## src/design/assert_macros.svh

```systemverilog
// ---------------------------------------------------------------------------
// Assertion macros
// Shared shorthand for clocked concurrent assertions with asynchronous reset.
// ---------------------------------------------------------------------------
`ifndef ASSERT_MACROS_SVH
`define ASSERT_MACROS_SVH

// The property must hold at every clock edge outside reset.
`define ASSERT_PROP(label, clk, rst_n, prop, msg) \
	label: assert property (@(posedge clk) disable iff (!rst_n) prop) \
		else $error(msg);

// The expression must never be true at a clock edge outside reset.
`define ASSERT_NEVER(label, clk, rst_n, expr, msg) \
	label: assert property (@(posedge clk) disable iff (!rst_n) !(expr)) \
		else $error(msg);

`endif

```

## src/design/cslc_pkg.sv

```systemverilog
// ---------------------------------------------------------------------------
// cslc_pkg
// Types, character codes and keyword tables for the C source line classifier.
// ---------------------------------------------------------------------------
package cslc_pkg;

	localparam int LINE_NUM_WIDTH = 24;
	localparam int NUM_KEYWORDS   = 6;
	localparam int KW_SLOTS       = 8;

	typedef logic [2:0] kw_idx_t;
	typedef logic [2:0] kw_cnt_t;
	typedef logic [2:0] scan_mode_t;

	localparam scan_mode_t MODE_NORMAL = 3'd0;
	localparam scan_mode_t MODE_DQUOTE = 3'd1;
	localparam scan_mode_t MODE_SQUOTE = 3'd2;
	localparam scan_mode_t MODE_BLOCK  = 3'd3;
	localparam scan_mode_t MODE_LINE   = 3'd4;

	localparam logic [7:0] CH_NEWLINE   = 8'h0A;
	localparam logic [7:0] CH_DQUOTE    = 8'h22;
	localparam logic [7:0] CH_SQUOTE    = 8'h27;
	localparam logic [7:0] CH_STAR      = 8'h2A;
	localparam logic [7:0] CH_SLASH     = 8'h2F;
	localparam logic [7:0] CH_BACKSLASH = 8'h5C;

	typedef struct packed {
		logic       kind;
		logic [7:0] byte_value;
	} src_item_t;

	typedef struct packed {
		logic [LINE_NUM_WIDTH-1:0] line_num;
		logic                      numbered;
	} res_item_t;

	typedef struct packed {
		logic      emit;
		res_item_t item;
	} scan_out_t;

	typedef struct packed {
		logic    hit;
		kw_idx_t idx;
	} kw_hit_t;

	typedef logic [7:0] kw_text_t [KW_SLOTS][KW_SLOTS];
	typedef logic [2:0] kw_len_t [KW_SLOTS];
	typedef logic [2:0] kw_lcp_t [KW_SLOTS][KW_SLOTS];

	// Skipped keywords: else, break, do, enum, struct, union.
	localparam kw_text_t KW_CHAR = '{
		'{"e", "l", "s", "e", 8'h00, 8'h00, 8'h00, 8'h00},
		'{"b", "r", "e", "a", "k", 8'h00, 8'h00, 8'h00},
		'{"d", "o", 8'h00, 8'h00, 8'h00, 8'h00, 8'h00, 8'h00},
		'{"e", "n", "u", "m", 8'h00, 8'h00, 8'h00, 8'h00},
		'{"s", "t", "r", "u", "c", "t", 8'h00, 8'h00},
		'{"u", "n", "i", "o", "n", 8'h00, 8'h00, 8'h00},
		'{8'h00, 8'h00, 8'h00, 8'h00, 8'h00, 8'h00, 8'h00, 8'h00},
		'{8'h00, 8'h00, 8'h00, 8'h00, 8'h00, 8'h00, 8'h00, 8'h00}
	};

	localparam kw_len_t KW_LEN = '{3'd4, 3'd5, 3'd2, 3'd4, 3'd6, 3'd5, 3'd0, 3'd0};

	// Length of the common prefix of each pair of keywords.
	localparam kw_lcp_t KW_LCP = '{
		'{3'd4, 3'd0, 3'd0, 3'd1, 3'd0, 3'd0, 3'd0, 3'd0},
		'{3'd0, 3'd5, 3'd0, 3'd0, 3'd0, 3'd0, 3'd0, 3'd0},
		'{3'd0, 3'd0, 3'd2, 3'd0, 3'd0, 3'd0, 3'd0, 3'd0},
		'{3'd1, 3'd0, 3'd0, 3'd4, 3'd0, 3'd0, 3'd0, 3'd0},
		'{3'd0, 3'd0, 3'd0, 3'd0, 3'd6, 3'd0, 3'd0, 3'd0},
		'{3'd0, 3'd0, 3'd0, 3'd0, 3'd0, 3'd5, 3'd0, 3'd0},
		'{3'd0, 3'd0, 3'd0, 3'd0, 3'd0, 3'd0, 3'd0, 3'd0},
		'{3'd0, 3'd0, 3'd0, 3'd0, 3'd0, 3'd0, 3'd0, 3'd0}
	};

	// First keyword in table order that shares the first count letters with
	// keyword base and continues with byte c.
	function automatic kw_hit_t kw_extend(kw_idx_t base, kw_cnt_t count, logic [7:0] c);
		kw_hit_t r;
		r = '0;
		for (int k = NUM_KEYWORDS - 1; k >= 0; k--) begin
			if (KW_LEN[k] > count && KW_LCP[base][k] >= count && KW_CHAR[k][count] == c) begin
				r.hit = 1'b1;
				r.idx = kw_idx_t'(k);
			end
		end
		return r;
	endfunction

	function automatic logic is_alnum(logic [7:0] c);
		return (c >= "0" && c <= "9") || (c >= "A" && c <= "Z") ||
			(c >= "a" && c <= "z");
	endfunction

endpackage

```

## src/design/cslc_scan.sv

```systemverilog
// ---------------------------------------------------------------------------
// cslc_scan
// Lexer state and per-byte next-state logic; produces one line result at a
// newline or at a flush that follows a non-empty partial line.
// ---------------------------------------------------------------------------
`include "assert_macros.svh"

module cslc_scan import cslc_pkg::*; (
	input  logic      clk,
	input  logic      arst_n,
	input  logic      step,
	input  src_item_t item,
	output scan_out_t result
);

	scan_mode_t                mode_q, n_mode;
	logic                      pending_q, n_pending;
	kw_idx_t                   kw_idx_q, n_kw_idx;
	kw_cnt_t                   kw_cnt_q, n_kw_cnt;
	logic                      bs_par_q, n_bs_par;
	logic                      flag_q, n_flag;
	logic                      has_bytes_q, n_has_bytes;
	logic [LINE_NUM_WIDTH-1:0] count_q, n_count;
	logic [LINE_NUM_WIDTH-1:0] count_inc;
	logic [7:0]                c;
	kw_hit_t                   ext_hit;
	kw_hit_t                   first_hit;
	kw_cnt_t                   ext_cnt;

	assign c         = item.byte_value;
	assign count_inc = (count_q == '1) ? count_q : count_q + 1'b1;
	assign ext_hit   = kw_extend(kw_idx_q, kw_cnt_q, c);
	assign first_hit = kw_extend('0, '0, c);
	assign ext_cnt   = kw_cnt_t'(kw_cnt_q + 3'd1);

	always_comb begin
		logic do_normal;
		n_mode      = mode_q;
		n_pending   = pending_q;
		n_kw_idx    = kw_idx_q;
		n_kw_cnt    = kw_cnt_q;
		n_bs_par    = bs_par_q;
		n_flag      = flag_q;
		n_has_bytes = has_bytes_q;
		n_count     = count_q;
		do_normal   = 1'b0;
		result      = '0;
		result.item.line_num = count_inc;
		if (item.kind) begin
			result.emit          = has_bytes_q;
			result.item.numbered = flag_q | (kw_cnt_q != '0);
			n_mode      = MODE_NORMAL;
			n_pending   = 1'b0;
			n_kw_idx    = '0;
			n_kw_cnt    = '0;
			n_bs_par    = 1'b0;
			n_flag      = 1'b0;
			n_has_bytes = 1'b0;
			n_count     = '0;
		end else begin
			n_has_bytes = 1'b1;
			n_bs_par    = (c == CH_BACKSLASH) ? ~bs_par_q : 1'b0;
			case (mode_q)
				MODE_DQUOTE: begin
					if (c == CH_DQUOTE && !bs_par_q)
						n_mode = MODE_NORMAL;
				end
				MODE_SQUOTE: begin
					if (c == CH_SQUOTE && !bs_par_q)
						n_mode = MODE_NORMAL;
				end
				MODE_BLOCK: begin
					if (pending_q && c == CH_SLASH) begin
						n_mode    = MODE_NORMAL;
						n_pending = 1'b0;
					end else begin
						n_pending = (c == CH_STAR);
					end
				end
				MODE_LINE: begin
					if (c == CH_NEWLINE)
						n_mode = MODE_NORMAL;
				end
				default: begin
					if (pending_q) begin
						n_pending = 1'b0;
						if (c == CH_STAR)
							n_mode = MODE_BLOCK;
						else if (c == CH_SLASH)
							n_mode = MODE_LINE;
						else
							do_normal = 1'b1;
					end else if (kw_cnt_q != '0) begin
						if (ext_hit.hit) begin
							if (ext_cnt >= KW_LEN[ext_hit.idx]) begin
								n_kw_cnt = '0;
							end else begin
								n_kw_idx = ext_hit.idx;
								n_kw_cnt = ext_cnt;
							end
						end else begin
							n_kw_cnt  = '0;
							n_flag    = 1'b1;
							do_normal = 1'b1;
						end
					end else begin
						do_normal = 1'b1;
					end
					if (do_normal) begin
						if (c == CH_DQUOTE) begin
							n_mode = MODE_DQUOTE;
						end else if (c == CH_SQUOTE) begin
							n_mode = MODE_SQUOTE;
						end else if (c == CH_SLASH) begin
							n_pending = 1'b1;
						end else if (first_hit.hit) begin
							n_kw_idx = first_hit.idx;
							n_kw_cnt = 3'd1;
						end else if (is_alnum(c)) begin
							n_flag = 1'b1;
						end
					end
				end
			endcase
			if (c == CH_NEWLINE) begin
				result.emit          = 1'b1;
				result.item.numbered = n_flag;
				n_flag      = 1'b0;
				n_has_bytes = 1'b0;
				n_count     = count_inc;
			end
		end
	end

	always_ff @(posedge clk or negedge arst_n) begin
		if (!arst_n) begin
			mode_q      <= MODE_NORMAL;
			pending_q   <= 1'b0;
			kw_idx_q    <= '0;
			kw_cnt_q    <= '0;
			bs_par_q    <= 1'b0;
			flag_q      <= 1'b0;
			has_bytes_q <= 1'b0;
			count_q     <= '0;
		end else if (step) begin
			mode_q      <= n_mode;
			pending_q   <= n_pending;
			kw_idx_q    <= n_kw_idx;
			kw_cnt_q    <= n_kw_cnt;
			bs_par_q    <= n_bs_par;
			flag_q      <= n_flag;
			has_bytes_q <= n_has_bytes;
			count_q     <= n_count;
		end
	end

	`ASSERT_PROP(a_pend_mode, clk, arst_n, pending_q |-> (mode_q == MODE_NORMAL || mode_q == MODE_BLOCK), "pending byte outside normal text or block comment")
	`ASSERT_PROP(a_kw_mode, clk, arst_n, (kw_cnt_q != '0) |-> (mode_q == MODE_NORMAL && !pending_q), "partial keyword outside normal text")
	`ASSERT_PROP(a_kw_len, clk, arst_n, (kw_cnt_q != '0) |-> (kw_cnt_q < KW_LEN[kw_idx_q]), "partial keyword longer than its keyword")
	`ASSERT_PROP(a_flush_clear, clk, arst_n, (step && item.kind) |=> (count_q == '0 && !has_bytes_q && kw_cnt_q == '0), "flush did not clear the scanner")

endmodule

```

## src/design/c_source_line_classifier.sv

```systemverilog
// ---------------------------------------------------------------------------
// c_source_line_classifier
// Scans C source text one byte per beat and reports, for each line, its number
// and whether it holds a letter or digit outside comments, quotes and
// skipped keywords.
//
//   channel  | direction | payload       | beat
//   ---------+-----------+---------------+------------------------------------
//   src      | in        | src_item_t    | one source byte or an end of input
//   res      | out       | res_item_t    | one completed line
//
// One byte is taken per cycle while the pipeline does not stall; a byte moves
// from the input register through the scanner into the result register.
// The scanner state advances only when the result register can take a line.
// A stalled result holds the pipeline once the input register is also full.
// Reset clears all lexer state and the line counter, as does an end of input.
// ---------------------------------------------------------------------------
`include "assert_macros.svh"

module c_source_line_classifier import cslc_pkg::*; (
	input  logic      clk,
	input  logic      arst_n,
	input  logic      src_valid,
	output logic      src_ready,
	input  src_item_t src_item,
	output logic      res_valid,
	input  logic      res_ready,
	output res_item_t res_item
);

	logic      valid_s1;
	src_item_t item_s1;
	logic      advance;
	logic      res_valid_q;
	res_item_t res_item_q;
	scan_out_t scan;

	assign advance   = valid_s1 && (!res_valid_q || res_ready);
	assign src_ready = !valid_s1 || advance;
	assign res_valid = res_valid_q;
	assign res_item  = res_item_q;

	cslc_scan u_scan (
		.clk    (clk),
		.arst_n (arst_n),
		.step   (advance),
		.item   (item_s1),
		.result (scan)
	);

	always_ff @(posedge clk or negedge arst_n) begin
		if (!arst_n) begin
			valid_s1 <= 1'b0;
		end else if (src_valid && src_ready) begin
			valid_s1 <= 1'b1;
		end else if (advance) begin
			valid_s1 <= 1'b0;
		end
	end

	always_ff @(posedge clk) begin
		if (src_valid && src_ready)
			item_s1 <= src_item;
	end

	always_ff @(posedge clk or negedge arst_n) begin
		if (!arst_n) begin
			res_valid_q <= 1'b0;
		end else if (advance && scan.emit) begin
			res_valid_q <= 1'b1;
		end else if (res_ready) begin
			res_valid_q <= 1'b0;
		end
	end

	always_ff @(posedge clk) begin
		if (advance && scan.emit)
			res_item_q <= scan.item;
	end

	`ASSERT_PROP(a_line_nonzero, clk, arst_n, res_valid_q |-> (res_item_q.line_num != '0), "result with line number zero")
	`ASSERT_PROP(a_ready_empty, clk, arst_n, !valid_s1 |-> src_ready, "input register empty but not ready")
	`ASSERT_PROP(a_res_from_s1, clk, arst_n, $rose(res_valid_q) |-> $past(valid_s1), "result appeared without a byte in the input register")

endmodule
```

## config.mk

```make
export PLATFORM = sky130hd
export DESIGN_NAME = c_source_line_classifier
export DESIGN_NICKNAME = d
export VERILOG_FILES = /design/src/design/cslc_pkg.sv /design/src/design/cslc_scan.sv /design/src/design/c_source_line_classifier.sv
export VERILOG_INCLUDE_DIRS = /design/src /design/src/design
export SDC_FILE = /design/constraint.sdc
export NUM_CORES = 1
export LEC_CHECK = 0
export BUFFER_PORTS_ARGS = -buffer_cell sky130_fd_sc_hd__buf_2
export CAP_MARGIN = 0
export CORE_MARGIN = 10
export CORE_UTILIZATION = 30
export CTS_CLUSTER_SIZE = 16
export DETAILED_ROUTE_END_ITERATION = 16
export GPL_TIMING_DRIVEN = 0
export MAX_ROUTING_LAYER = met4
export PLACE_DENSITY = 0.45
export SLEW_MARGIN = 20
export SYNTH_ARGS = -nofsm -noshare
export SYNTH_HDL_FRONTEND = slang
export SYNTH_SLANG_ARGS = --single-unit
```

## constraint.sdc

```tcl
create_clock -name clk -period 4.5 [get_ports clk]
set_input_delay 0.225 -clock clk [delete_from_list [all_inputs] [get_ports clk]]
set_output_delay 0.225 -clock clk [all_outputs]
set_load 0.01 [all_outputs]
```

==> results of run 1 <==
[worst register-to-register path: stages, from the launching register on]
cell and delay (ps):
dfrtp_2 420, buf_4 210, clkinvlp_4 150, ha_1 190, buf_2 200, nor2b_2 220
or4_1 480, a2111oi_4 380, a31o_1 240, nand2_1 90, and2_1 170, ha_1 280
nand2b_1 140, a21oi_1 140, nor2b_1 80, nor3_2 220, o31ai_4 170, a31oi_2 260
o221ai_2 120
[flip-flops by register name, summed over array words and instances (netlist names)]
register            flops
res_item               25
u_scan.count_q         24
u_scan.has_bytes_q      1
u_scan.flag_q           1
valid_s1                1
res_valid               1
item_s1                 9
u_scan.kw_cnt_q         3
u_scan.kw_idx_q         3
u_scan.pending_q        1
u_scan.bs_par_q         1
u_scan.mode_q           3
[per-layer routing]
layer	up-vias	global-route usage, %	part of all wire (%)
met3	13	1.57	3.1
met2	90	20.5	47
met5	-	-	0
met1	2088	18.0	49
li1	2119	-	-
met4	0	3.94	1.5
[path summary, 6_finish.rpt]
check	from	endpoint	slack (ps)	depth (start not counted)
max	u_scan.kw_cnt_q[1]	u_scan.kw_idx_q[0]	210	18
min	src_item[7]	item_s1[7]	70	1
max reg2reg	u_scan.kw_cnt_q[1]	u_scan.kw_idx_q[0]	210	18
min reg2reg	u_scan.has_bytes_q	u_scan.has_bytes_q	490	1
max in group asynchronous	arst_n	u_scan.bs_par_q	3600	3
min in group asynchronous	arst_n	u_scan.count_q[12]	400	2
[power by group through the flow]
stage | logic (W) | registers (W) | clock network, W
global route | 0.000238 | 0.000743 | 0.000773
finish | 0.000214 | 0.000739 | 0.000721
CTS | 0.000206 | 0.000740 | 0.000748
floorplan | 0.000129 | 0.000756 | 0
detailed placement | 0.000205 | 0.000752 | 0
global placement | 0.000202 | 0.000753 | 0
[cells in the final DEF, fill, tap and decap left out, types with 7 or more instances in the layout]
| master | n |
|---|---|
| a31oi_1 | 12 |
| inv_1 | 21 |
| nand3_1 | 24 |
| clkbuf_16 | 9 |
| edfxtp_1 | 34 |
| dfrtp_1 | 37 |
| or3_1 | 7 |
| o21ai_0 | 32 |
| nor3_1 | 15 |
| nor2_1 | 34 |
| buf_4 | 11 |
| o31ai_1 | 7 |
| clkbuf_1 | 13 |
| nor2b_1 | 9 |
| ha_1 | 18 |
| nand2_1 | 40 |
| xor2_1 | 14 |
| xnor2_1 | 24 |
| a21oi_1 | 21 |
| nand2b_1 | 15 |
| buf_2 | 51 |
| a22o_1 | 10 |
[per-stage QoR]
step	instance area (µm²)	utilization [%]	total power, W	setup WS (ps)
CTS	5860	35.4	0.00169	13.8
finish	6020	36.3	0.00167	212
global route	6020	36.3	0.00175	7.69
global placement	5540	33.4	0.000954	-173
floorplan	5070	-	0.000885	532
detailed placement	5550	33.5	0.000957	-218
[layout make-up]
cell class	count	area, µm²
Multi-Input combinational cell	407	2860
Timing Repair Buffer	50	300
Buffer	32	193
Inverter	23	90.1
Clock buffer	11	243
Clock inverter	5	56.3
Fill cell	1723	10600
Sequential cell	73	2000
Tap cell	220	275
[what timing repair did]
item	in CTS	in global routing
hold buffers	0	1
resized for setup	4	9
endpoints found under the setup margin	5	5
pin swaps	1	3
endpoints found under the hold margin	0	18
setup buffers	0	9
[cells by family (layout without fill, tap and decap cells)]
group,Yosys count,in the layout
flip-flops,73,73
AO/OA/AOI/OAI,143,143
XOR/XNOR,38,38
multiplexers,4,4
adder cells (fa/ha/maj),19,19
AND/OR/NAND/NOR,203,203
buffers and inverters,55,121
==> results.ini, run 1 <==
[yosys]
yosysMostFrequentCell=nand2_1
netlist_top_cells_area=edfxtp_1, dfrtp_1, ha_1
synthSimpleGateAreaFrac_pct=21.9
synth_ff_type=dfrtp_1
synth_seq_cells=73
synth_top_cells_by_count=nand2_1, dfrtp_1, nor2_1
synthesis.area_mm2=0.00507
synth-edff-count=34
synth_compound_area_share_pct=21.2
syn_inst=535
synth_top_area_share_pct=20.1
async_flop_share_pct=53.4
synth_top_family_by_area=simple AND/OR/NAND/NOR gates
yosysTopAreaCell=edfxtp_1
yosys.area_share.xor_xnor_pct=6.57
synthMuxAreaShare_pct=0.815
syn-num-nets=567
synth_fa_ha_area_share_pct=4.69
yosysUniqueCellTypes=87
avgSynthCellArea_um2=9.47
synth-seq-area-share_pct=39.4
yosysWarnings=0

[sta]
slew_headroom_pct=45.3
slew_violations=0
skew_ps=4.37
max_freq_mhz=233
setup_viol_count_final=0
rsz0062_at_grt=false
period_share_pct=95.3
fin_crit_ps=4290
setup_tns_ps=0
hold_viol_final=0
tightest_slew_ps=815
holdWs_ps=69.2

[run_status]
outcome=complete, no violations

[worst_setup_path]
start_kind=flop
critPathMaxStageDelay_ps=480
crit_arrival_ps=4480
end_kind=flop
crit_slowest_cell=or4_1
cp_max_fo=10
crit_family=simple AND/OR/NAND/NOR gates
path_buf_inv=3
cpMostUsedCell=ha_1
crit_chain=buf_4 -> clkinvlp_4 -> ha_1 -> buf_2 -> nor2b_2 -> or4_1 -> a2111oi_4 -> a31o_1 -> nand2_1 -> and2_1 -> ha_1 -> nand2b_1 -> a21oi_1 -> nor2b_1 -> nor3_2 -> o31ai_4 -> a31oi_2 -> o221ai_2
path_class=reg -> reg
crit_required_ps=4690

[place]
dp.cells=794
place.gp.congestion=0.914
hpwlAfterDp_mm=10.2
io_buffers=39

[final_layout]
syn2layout_area_growth_pct=18.7
finalNetCount=628
fin_cells=821
drive_gt1_share_pct=20.6
antenna_cells=0

[global_route]
antenna_found_initial=0
grt_pass1_vias=4278
grt_pass1_wl_mm=23.3
grt_remaining_overflow=0
grt_usage_pct=13.3
grt_max_degree=40

[power_and_ir_drop]
power_frac_seq_pct=44.1
switchingPower_w=0.000428
combPwrFrac_pct=12.8
p_sw_share_pct=25.6
leakage_nw=2.36
cellInternalPower_w=0.00125
powerDensity_mw_per_mm2=278
clockPowerShare_pct=43.1
vdd_ir_drop_max_uv=150

[detailed_routing]
wl_per_cell_um=17.6
drt_first_pass_iters=5
vias_per_cell=5.25
drc=0
ant_nets=0
drt-initial-drc-count=249
vias=4310
drt-total-wl_mm=14.4

[cts]
cts_tree=yes
root_buffer=clkbuf_16
clockBufferDepth=2
clock-sinks=73
cts_buffers=9
insertion_delay_ps=330
cts_max_level=3
clk_pin_slew_worst_paths_ps=60

[floorplanning]
die_area_mm2=0.0225
rows=47
start_util_pct=30.6
die_y_um=150
ios=40
die_x_um=150
core_mm2=0.0166

[run]
maxCapViolations=0

[min_path]
hold_path_class=in -> reg

Power figures use the tool's default switching activity.
==> run 2: changes to the inputs <==
--- a/config.mk
+++ b/config.mk
@@ -18,4 +18,5 @@
 export SLEW_MARGIN = 20
 export SYNTH_ARGS = -nofsm -noshare
 export SYNTH_HDL_FRONTEND = slang
+export SYNTH_HIERARCHICAL = 1
 export SYNTH_SLANG_ARGS = --single-unit
==> run 2 against run 1 <==
Compared with the run above: highest routed layer unchanged; via count increased by 3.0%; die area increased by 1.1%; fmax decreased by 0.16%; count of clock-buffer cells in the layout decreased by 2; critical path type unchanged; final cell count increased by 0.85%; core utilization decreased by 0.30 points; clock power decreased by 3.6%.
==> results.ini, run 2 <==
[global_route]
antenna_found_initial=0  ; unchanged
grt_pass1_vias=4375  ; +2.3%
grt_usage_pct=13.3  ; -0.021 points
grt_pass1_wl_mm=23.3  ; +0.30%
grt_remaining_overflow=0  ; unchanged
grt_max_degree=40  ; unchanged

[power_and_ir_drop]
powerDensity_mw_per_mm2=316  ; +13%
vdd_ir_drop_max_uv=177  ; +18%
leakage_nw=2.43  ; +3.1%

[sta]
max_freq_mhz=233  ; -0.16%
slew_violations=0  ; unchanged
setup_viol_count_final=0  ; unchanged
holdWs_ps=22.1  ; -47.1 ps
hold_viol_final=0  ; unchanged
skew_ps=12.7  ; +8.31 ps
fin_crit_ps=4290  ; +7.06 ps
slew_headroom_pct=38.1  ; -7.3 points
period_share_pct=95.4  ; +0.16 points
tightest_slew_ps=929  ; +115 ps

[place]
place.gp.congestion=0.903  ; -1.2%
io_buffers=39  ; unchanged
hpwlAfterDp_mm=10.5  ; +2.6%
dpl_cell_area_mm2=0.00561  ; +1.1%

[cts]
postCtsHoldBufs=0  ; unchanged
cts_buffers=9  ; unchanged
clock-sinks=73  ; unchanged
root_buffer=clkbuf_16
cts_tree=yes
cts_max_level=3  ; unchanged
clk_pin_slew_worst_paths_ps=60  ; about the same
clockBufferDepth=2  ; unchanged
insertion_delay_ps=350  ; +20 ps

[final_layout]
regArea_mm2=0.00200  ; about the same
n_fill_cell=1758  ; +2.0%
final_common_cell=nand2_1
largest_register_ffs=25  ; unchanged
fin_area_mm2=0.00601  ; -0.12%
drive_gt1_share_pct=19.9  ; -0.73 points
antenna_cells=0  ; unchanged
finalNetCount=636  ; +1.3%
final_cell_mix=nand2_1, buf_2, o21ai_0
multi_input_area_mm2=0.00291  ; +1.6%
syn2layout_area_growth_pct=17.1

[yosys]
syn_inst=543  ; +1.5%
synth_top_cells_by_count=nand2_1, o21ai_0, dfrtp_1
yosysUniqueCellTypes=86  ; -1.1%
avgSynthCellArea_um2=9.45  ; -0.23%
async_flop_share_pct=53.4  ; unchanged
syn-num-nets=576  ; +1.6%
yosysTopAreaCell=edfxtp_1
yosysWarnings=6  ; +6
synthesis.area_mm2=0.00513  ; +1.3%
synth_ff_type=dfrtp_1
synth_top_area_share_pct=19.9  ; -0.25 points
yosysMostFrequentCell=nand2_1
synth_seq_cells=73  ; unchanged
synth-edff-count=34  ; unchanged
netlist_top_cells_area=edfxtp_1, dfrtp_1, ha_1
synth-seq-area-share_pct=38.9  ; -0.49 points

[detailed_routing]
drt-initial-drc-count=380  ; +53%
drt-total-wl_mm=14.4  ; -0.23%
drt_first_pass_iters=5  ; unchanged
wl_per_cell_um=17.4  ; -1.1%
vias_per_cell=5.36  ; +2.1%
ant_nets=0  ; unchanged
drc=0  ; unchanged
vias=4439  ; +3.0%

[worst_setup_path]
end_kind=flop
timing.rr.end=u_scan/kw_idx_q[0]
crit_chain=buf_4 -> clkinvlp_4 -> ha_1 -> clkbuf_4 -> nor4b_1 -> a31oi_1 -> o22ai_1 -> and4_1 -> a21boi_1 -> o21ai_2 -> a21boi_0 -> ha_1 -> nand2b_1 -> a21o_1 -> a211oi_4 -> nand2_1 -> or3b_1 -> o211ai_1
crit_slowest_cell=dfrtp_2
critPathMaxStageDelay_ps=390  ; -90 ps
ff2ff_setup_slack_ps=210  ; about the same
path_class=reg -> reg
cp_max_fo=10  ; unchanged
r2r_start=u_scan/kw_cnt_q[0]
start_kind=flop
crit_arrival_ps=4550  ; +70 ps
ff2ff_path_depth=18  ; unchanged
crit_family=compound AO/OA/AOI/OAI gates
path_buf_inv=3  ; unchanged
crit_required_ps=4760  ; +70 ps
cpMostUsedCell=ha_1

[floorplanning]
die_area_mm2=0.0227  ; +1.1%
rows=47  ; unchanged
core_mm2=0.0167  ; +0.71%
die_y_um=151  ; +0.54%
ios=40  ; unchanged
start_util_pct=30.7  ; +0.17 points
die_x_um=151  ; +0.54%

[min_path]
hold_path_class=in -> async

[run_status]
outcome=complete, no violations

[run]
maxCapViolations=0  ; unchanged

## run 2: cell count changes after synthesis, moves of 7 or more
cell,before,now
o21ai_0,32,47
nor2_1,35,28
nor3_1,17,6
nand2_1,40,58
## run 2: cell families after synthesis
group | after synthesis | share of synthesized area, %
compound gates | 147 | 20.0
simple gates | 208 | 23.2
mux | 11 | 2.41
buf+inv | 51 | 4.97
fa+ha+maj | 20 | 4.88
xor+xnor | 33 | 5.63
flops | 73 | 38.9
## run 2: cell type report
type	count	share of cell area, %
inverter	17	1.19
sequential	73	33.3
clock buffer	9	3.75
multi-input combinational	419	48.4
buffer	34	3.37
clock inverter	7	0.999
timing repair buffer	49	4.50
tap	220	4.58
## run 2: repair_timing
item,in CTS,in global routing
hold endpoints to repair,0,0
pin swaps,1,2
buffers inserted,4,6
gates resized for setup,6,7
setup endpoints to repair,6,6
## run 2: layer usage
layer | vias up | share of wire, % | GRT usage (%)
li1 | 2144 | - | -
met1 | 2159 | 51 | 18.8
met2 | 120 | 44 | 18.6
met3 | 16 | 4.3 | 2.45
met4 | 0 | 1.4 | 4.33
met5 | - | 0 | -
## run 2: power breakdown
group / internal [W] / switching (W) / total, W
registers: 0.000730 / 0.0000165 / 0.000746
logic: 0.000184 / 0.000273 / 0.000456
clock network: 0.000383 / 0.000313 / 0.000695
## run 2: worst max-delay path by stage
stage	from	end	slack, ps	cells after the start
after CTS	u_scan/kw_cnt_q[1]	u_scan/kw_idx_q[0]	80	18
after global routing	u_scan/kw_cnt_q[0]	u_scan/kw_idx_q[0]	-20	18
after global placement	u_scan/kw_cnt_q[0]	u_scan/kw_idx_q[0]	-500	18
after detailed placement	u_scan/kw_cnt_q[0]	u_scan/kw_idx_q[0]	-450	18
after floorplan	u_scan/kw_cnt_q[0]	u_scan/kw_idx_q[2]	450	18
final	u_scan/kw_cnt_q[0]	u_scan/kw_idx_q[0]	210	18
## run 2: stage by stage
| step | power, W | TNS, ps | utilization (%) | instances | worst slack, ps |
|---|---|---|---|---|---|
| finish | 0.00190 | 0 | 36.0 | 828 | 205 |
| global placement | 0.00116 | -2400 | 33.5 | 802 | -501 |
| global route | 0.00200 | -23.5 | 36.0 | 828 | -23.5 |
| CTS | 0.00189 | 0 | 35.6 | 822 | 77.9 |
| floorplan | 0.00104 | 0 | - | 543 | 451 |
| detailed placement | 0.00116 | -2030 | 33.6 | 802 | -448 |
